File: src/rtl/core/kvt_pkg.sv
// Shared types and codes for the key/value table.
package kvt_pkg;

	// Operation codes carried on the command port
	typedef enum logic [1:0] {
		CMD_INSERT = 2'd0,
		CMD_UPDATE = 2'd1,
		CMD_LOOKUP = 2'd2,
		CMD_REMOVE = 2'd3
	} cmd_t;

	// Completion codes carried on the status port
	typedef enum logic [1:0] {
		STAT_DONE    = 2'd0,
		STAT_ABSENT  = 2'd1,
		STAT_PRESENT = 2'd2,
		STAT_FULL    = 2'd3
	} status_t;

	// Sequencer states
	typedef enum logic [4:0] {
		ST_CLEAR = 5'b00001,
		ST_IDLE  = 5'b00010,
		ST_SCAN  = 5'b00100,
		ST_DRAIN = 5'b01000,
		ST_WRITE = 5'b10000
	} state_t;

	localparam int unsigned KEY_BITS = 32;

	// One key memory word: valid flag and stored key
	typedef struct packed {
		logic                valid;
		logic [KEY_BITS-1:0] key;
	} key_entry_t;

	// Write strobes toward the slot memories
	typedef struct packed {
		logic key_we;
		logic val_we;
	} wr_ctl_t;

	// Result fields other than the value word
	typedef struct packed {
		logic    found;
		status_t status;
	} res_t;

endpackage

File: src/rtl/core/kvt_scan.sv
// Scan sequencer: clears the table, scans all slots per word and writes back the result.
module kvt_scan #(
	parameter int unsigned DEPTH      = 64,
	parameter int unsigned VALUE_BITS = 64,
	parameter int unsigned AW         = 6
) (
	input  logic                   clk,
	input  logic                   arst_n,
	// Input word
	input  logic                   in_valid,
	output logic                   in_ready,
	input  logic [1:0]             command,
	input  logic [31:0]            key,
	input  logic [63:0]            value_in,
	// Result toward the output register
	input  logic                   res_ready,
	output logic                   res_valid,
	output kvt_pkg::res_t          res,
	output logic [VALUE_BITS-1:0]  res_val,
	// Slot memory ports
	output kvt_pkg::wr_ctl_t       wr_ctl,
	output logic [AW-1:0]          wr_addr,
	output kvt_pkg::key_entry_t    wr_key,
	output logic [VALUE_BITS-1:0]  wr_val,
	output logic [AW-1:0]          rd_addr,
	input  kvt_pkg::key_entry_t    rd_key,
	input  logic [VALUE_BITS-1:0]  rd_val
);

	localparam logic [AW-1:0] LAST = AW'(DEPTH - 1);

	kvt_pkg::state_t       state_q;
	logic [AW-1:0]         addr_q;
	logic                  pend_s1;
	logic [AW-1:0]         idx_s1;
	kvt_pkg::cmd_t         cmd_q;
	logic [31:0]           key_q;
	logic [VALUE_BITS-1:0] val_q;
	logic                  hit_q;
	logic [AW-1:0]         hit_idx_q;
	logic [VALUE_BITS-1:0] hit_val_q;
	logic                  free_q;
	logic [AW-1:0]         free_idx_q;
	logic                  accept;
	logic                  fire;
	logic                  match;

	assign in_ready  = (state_q == kvt_pkg::ST_IDLE);
	assign accept    = in_valid && in_ready;
	assign res_valid = (state_q == kvt_pkg::ST_WRITE);
	assign fire      = res_valid && res_ready;
	assign rd_addr   = addr_q;
	assign match     = rd_key.valid && (rd_key.key == key_q);

	// Advance the sequencer and the slot counter
	always_ff @(posedge clk or negedge arst_n) begin
		if (!arst_n) begin
			state_q <= kvt_pkg::ST_CLEAR;
			addr_q  <= '0;
			pend_s1 <= 1'b0;
		end else begin
			pend_s1 <= (state_q == kvt_pkg::ST_SCAN);
			unique case (state_q)
				kvt_pkg::ST_CLEAR: begin
					addr_q <= addr_q + AW'(1);
					if (addr_q == LAST) begin
						state_q <= kvt_pkg::ST_IDLE;
					end
				end
				kvt_pkg::ST_IDLE: begin
					addr_q <= '0;
					if (accept) begin
						state_q <= kvt_pkg::ST_SCAN;
					end
				end
				kvt_pkg::ST_SCAN: begin
					addr_q <= addr_q + AW'(1);
					if (addr_q == LAST) begin
						state_q <= kvt_pkg::ST_DRAIN;
					end
				end
				kvt_pkg::ST_DRAIN: begin
					state_q <= kvt_pkg::ST_WRITE;
				end
				kvt_pkg::ST_WRITE: begin
					if (fire) begin
						state_q <= kvt_pkg::ST_IDLE;
					end
				end
				default: begin
					state_q <= kvt_pkg::ST_CLEAR;
				end
			endcase
		end
	end

	// Hold the accepted word
	always_ff @(posedge clk) begin
		idx_s1 <= addr_q;
		if (accept) begin
			cmd_q <= kvt_pkg::cmd_t'(command);
			key_q <= key;
			val_q <= value_in[VALUE_BITS-1:0];
		end
	end

	// Track the matching slot and the lowest free slot as read words arrive
	always_ff @(posedge clk or negedge arst_n) begin
		if (!arst_n) begin
			hit_q  <= 1'b0;
			free_q <= 1'b0;
		end else if (accept) begin
			hit_q  <= 1'b0;
			free_q <= 1'b0;
		end else if (pend_s1) begin
			if (match) begin
				hit_q <= 1'b1;
			end
			if (!rd_key.valid && !free_q) begin
				free_q <= 1'b1;
			end
		end
	end

	always_ff @(posedge clk) begin
		if (pend_s1) begin
			if (match) begin
				hit_idx_q <= idx_s1;
				hit_val_q <= rd_val;
			end
			if (!rd_key.valid && !free_q) begin
				free_idx_q <= idx_s1;
			end
		end
	end

	// Decide the result and the write-back
	always_comb begin
		wr_ctl       = '0;
		wr_addr      = hit_idx_q;
		wr_key.valid = 1'b0;
		wr_key.key   = key_q;
		wr_val       = val_q;
		res.found    = hit_q;
		res.status   = kvt_pkg::STAT_DONE;
		res_val      = '0;
		if (state_q == kvt_pkg::ST_CLEAR) begin
			wr_addr       = addr_q;
			wr_ctl.key_we = 1'b1;
		end else begin
			unique case (cmd_q)
				kvt_pkg::CMD_INSERT: begin
					priority if (hit_q) begin
						res.status = kvt_pkg::STAT_PRESENT;
					end else if (free_q) begin
						wr_addr       = free_idx_q;
						wr_key.valid  = 1'b1;
						wr_ctl.key_we = fire;
						wr_ctl.val_we = fire;
					end else begin
						res.status = kvt_pkg::STAT_FULL;
					end
				end
				kvt_pkg::CMD_UPDATE: begin
					if (hit_q) begin
						wr_ctl.val_we = fire;
					end else begin
						res.status = kvt_pkg::STAT_ABSENT;
					end
				end
				kvt_pkg::CMD_LOOKUP: begin
					if (hit_q) begin
						res_val = hit_val_q;
					end else begin
						res.status = kvt_pkg::STAT_ABSENT;
					end
				end
				kvt_pkg::CMD_REMOVE: begin
					if (hit_q) begin
						wr_ctl.key_we = fire;
					end else begin
						res.status = kvt_pkg::STAT_ABSENT;
					end
				end
				default: begin
					res.status = kvt_pkg::STAT_ABSENT;
				end
			endcase
		end
	end

endmodule

File: config.mk
export PLATFORM = sky130hd
export DESIGN_NAME = kvt_scan
export DESIGN_NICKNAME = d
export VERILOG_FILES = /design/src/rtl/core/kvt_pkg.sv /design/src/rtl/core/kvt_scan.sv
export SDC_FILE = /design/constraint.sdc
export NUM_CORES = 1
export LEC_CHECK = 0
export ABC_AREA = 0
export BUFFER_PORTS_ARGS = -buffer_cell sky130_fd_sc_hd__clkbuf_2
export CELL_PAD_IN_SITES_DETAIL_PLACEMENT = 1
export CELL_PAD_IN_SITES_GLOBAL_PLACEMENT = 2
export CORE_AREA = 2 2 176 143
export CTS_BUF_LIST = sky130_fd_sc_hd__clkbuf_4
export DETAILED_ROUTE_END_ITERATION = 8
export DIE_AREA = 0 0 178 145
export GPL_TIMING_DRIVEN = 0
export PLACE_DENSITY = 0.92
export SKIP_LAST_GASP = 1
export SYNTH_ARGS = -nofsm -noshare
export SYNTH_HDL_FRONTEND = slang
export SYNTH_SLANG_ARGS = --single-unit
File: constraint.sdc
create_clock -name clk -period 16 [get_ports clk]
set_clock_uncertainty 0.1 [all_clocks]
set_input_delay 4.8 -clock clk [delete_from_list [all_inputs] [get_ports clk]]
set_output_delay 4.8 -clock clk [all_outputs]
set_load 0.02 [all_outputs]
==> key figures <==
Timing
  • Worst-Margin Slew: a little under 800 ps
  • RSZ-0062 raised after global routing: no
  • Final setup viols: 0
  • Final hold viol count: 0
  • Fin Hold WS: 358 ps
  • Slew headroom: 47.0%
  • Fin Setup TNS: 0 ps
  • Slew Viols, Final: 0
  • Max Fclk: ~100 MHz
  • Tmin final: roughly 10,000 ps
  • Post-route setup slack: 5820 ps
  • Period utilization: 63.6%

Floorplanning
  • Die Wd: roughly 180 µm
  • FP Rows: 51
  • Die area: 25,800 µm²
  • I/O Pins: roughly 380
  • Initial Util: 29.5%
  • Core ar.: 24,100 µm²
  • Die extent in y: between 100 and 150 µm

Cells and area
  • Final core occ: roughly 41%
  • Fin nets: 1,022
  • Non-Filler Instances: between 1,000 and 1,500
  • Share of layout cells above drive strength 1: 51.4%
  • P&R area growth vs syn: 38.0%
  • Fill cells: approximately 2,600
  • Post-route cell area: 9810 µm²

Worst setup path
  • CP arrival: 5280 ps
  • RR Endpoint: hit_val_q[29]
  • Worst path required time: roughly 11,000 ps
  • Worst Setup Path Type: in -> out
  • Type of origin of the critical path: input port
  • Reg2Reg Setup Slack: 12,390 ps
  • R2R Path Start: key_q[29]
  • Critical Path Sink: wr_ctl[0]
  • Largest fanout on the critical path: 4
  • CP endpoint kind: output pin
  • R2R depth: 9
  • Crit path from: res_ready

Pwr
  • Net Sw Power: 0.282 mW
  • Gate power share: 12.8%
  • Sequential power share: 58.9%
  • Static Leak: roughly 4.2 nW
  • Clock share of power: 28.4%
  • Power per cell area: 101 nW/µm²
  • Peak VDD IR: 0.0407 mV
  • Sw Share: 28.6%
  • Final total power: 0.988 mW
  • Internal power: 0.706 mW

GRT
  • GR Util All Layers: 16.5%
  • Antenna violations before repair: 3
  • Largest net degree at the start of global routing: 56
  • Vias in the first global route: 5,176
  • Gr ovfl total: 0
  • First-pass GRT wire length: approximately 31,000 µm

Clock network
  • # resized after CTS: 0
  • H-tree levels: 4
  • Skew-Pair Late Insertion Delay: ~560 ps
  • Root Driver: clkbuf_4
  • Clk sinks: 194
  • CTS Buffer Depth: 2
  • CTS Buf Count: 17
  • CTS tree: built
  • Setup bufs post-CTS: 0
  • Clock Pin Slew Worst Setup and Hold Paths: roughly 160 ps
  • Hold buffer count at cts: 0

Placed design
  • Place WS: 5810 ps
  • Number of port buffers: 378
  • Placed wire-length estimate: 17,400 µm
  • Placed Instances: ~1,100
  • Placed Area: 9490 µm²
  • Routability congestion estimate: 0.814

Detailed routing
  • DRC violations left: 0
  • WL/cell: 18.5 µm
  • DR vias: 4,904
  • TritonRoute pass-1 iters: 6
  • Antenna-violating nets left: 0
  • Final WL: approximately 21,000 µm
  • Vias per inst: 4.26
  • Drt first-iter violations: 118

Yosys
  • Distinct cell type count after synthesis: 38
  • Asr flop ratio synth: just over 7%
  • Number of flops mapped to enable cells by yosys: 174
  • Post-synthesis net count: 619
  • Synth Register Bits: 194
  • Register area share after synthesis: 80.2%
  • Top_reg_cell synth: edfxtp_1
  • Mapped cell area: 7110 µm²
  • Synth Warn #: 0
  • Synth Instances: ~410
  • Syn avg cell area: 17.2 µm²

Run
  • Max Cap Viol: 0

Worst hold path
  • Worst hold path class: reg -> reg

Run status
  • Run status: finished clean
## logic make-up after synthesis
kind of cell	Yosys count	synth area share, %
AOI/OAI and AO/OA	30	2.59
and+or+nand+nor	123	9.95
buffers and inverters	21	1.21
muxes	6	0.845
xor gates and xnor gates	34	4.19
DFF	194	80.2
adders and majority gates	6	1.06
## metal layers
metal  GRT usage (%)  wire length (µm)  up-vias
met5               0                13        -
met4            4.22               369        2
met3            6.37              1970       23
met2            28.6             10700      239
met1            18.9              8230     2331
li1                -                 -     2309
## synthesized netlist by cell type (6+ instances only)
cell / count / area (µm²)
and2_1: 64 / 400
clkbuf_1: 9 / 33.8
dfrtp_1: 13 / 325
dfxtp_1: 6 / 120
edfxtp_1: 174 / 5230
ha_1: 6 / 75.1
inv_1: 8 / 30.0
mux2i_1: 6 / 60.1
nand2_1: 16 / 60.1
nor2_1: 12 / 45.0
o21ai_0: 15 / 75.1
xnor2_1: 17 / 149
xor2_1: 17 / 149
## area by class of cell
class | instances | area, µm² | area share, %
flip-flops and latches | 194 | 5700 | 58.1
multi-input cells | 199 | 1330 | 13.6
repair buffers | 384 | 1980 | 20.1
diodes | 2 | 5.00 | 0.0510
clock inverters | 15 | 185 | 1.89
clock buffers | 17 | 128 | 1.30
plain buffers | 13 | 56.3 | 0.574
well taps | 318 | 398 | 4.06
inverters | 8 | 32.5 | 0.332
## power by group through the flow
stage               Sequential (mW)  Combinational [mW]  Clock (mW)
detailed placement            0.593               0.127           0
global placement              0.592               0.124           0
global route                  0.585               0.140       0.311
floorplan                     0.594              0.0616           0
finish                        0.581               0.126       0.280
CTS                           0.582               0.128       0.293
## critical path, stage by stage
cell and delay (ps):
clkbuf_2 130, nand2_1 60, a21oi_1 110, clkbuf_2 180
## layout by cell type, fill, tap and decap left out, types with 12 or more instances in the layout
cell type / netlist / layout
clkbuf_2: 1 / 379
xor2_1: 17 / 17
nand2_1: 16 / 16
xnor2_1: 17 / 17
edfxtp_1: 174 / 174
nor2_1: 12 / 12
dfrtp_1: 13 / 13
and2_1: 64 / 64
clkbuf_4: 0 / 17
o21ai_0: 15 / 15
## worst min-delay path by stage
| stage | from | slack, ps | end | depth (start not counted) |
|---|---|---|---|---|
| global route | idx_s1[5] | 370 | free_idx_q[5] | 0 |
| global placement | idx_s1[1] | 310 | hit_idx_q[1] | 0 |
| finish | idx_s1[0] | 360 | free_idx_q[0] | 0 |
| floorplan | idx_s1[0] | 300 | free_idx_q[0] | 0 |
| detailed placement | idx_s1[0] | 320 | hit_idx_q[0] | 0 |
| CTS | idx_s1[5] | 360 | hit_idx_q[5] | 0 |
## registers in the layout, summed over array words and instances, names as in the netlist
| register | flops |
|---|---|
| idx_s1 | 6 |
| state_q | 5 |
| rd_addr | 6 |
| wr_val | 64 |
| free_q | 1 |
| key_q | 32 |
| cmd_q | 2 |
| pend_s1 | 1 |
| hit_val_q | 64 |
| free_idx_q | 6 |
| hit_q | 1 |
| hit_idx_q | 6 |
No activity file was read; power rests on OpenSTA's default activity.
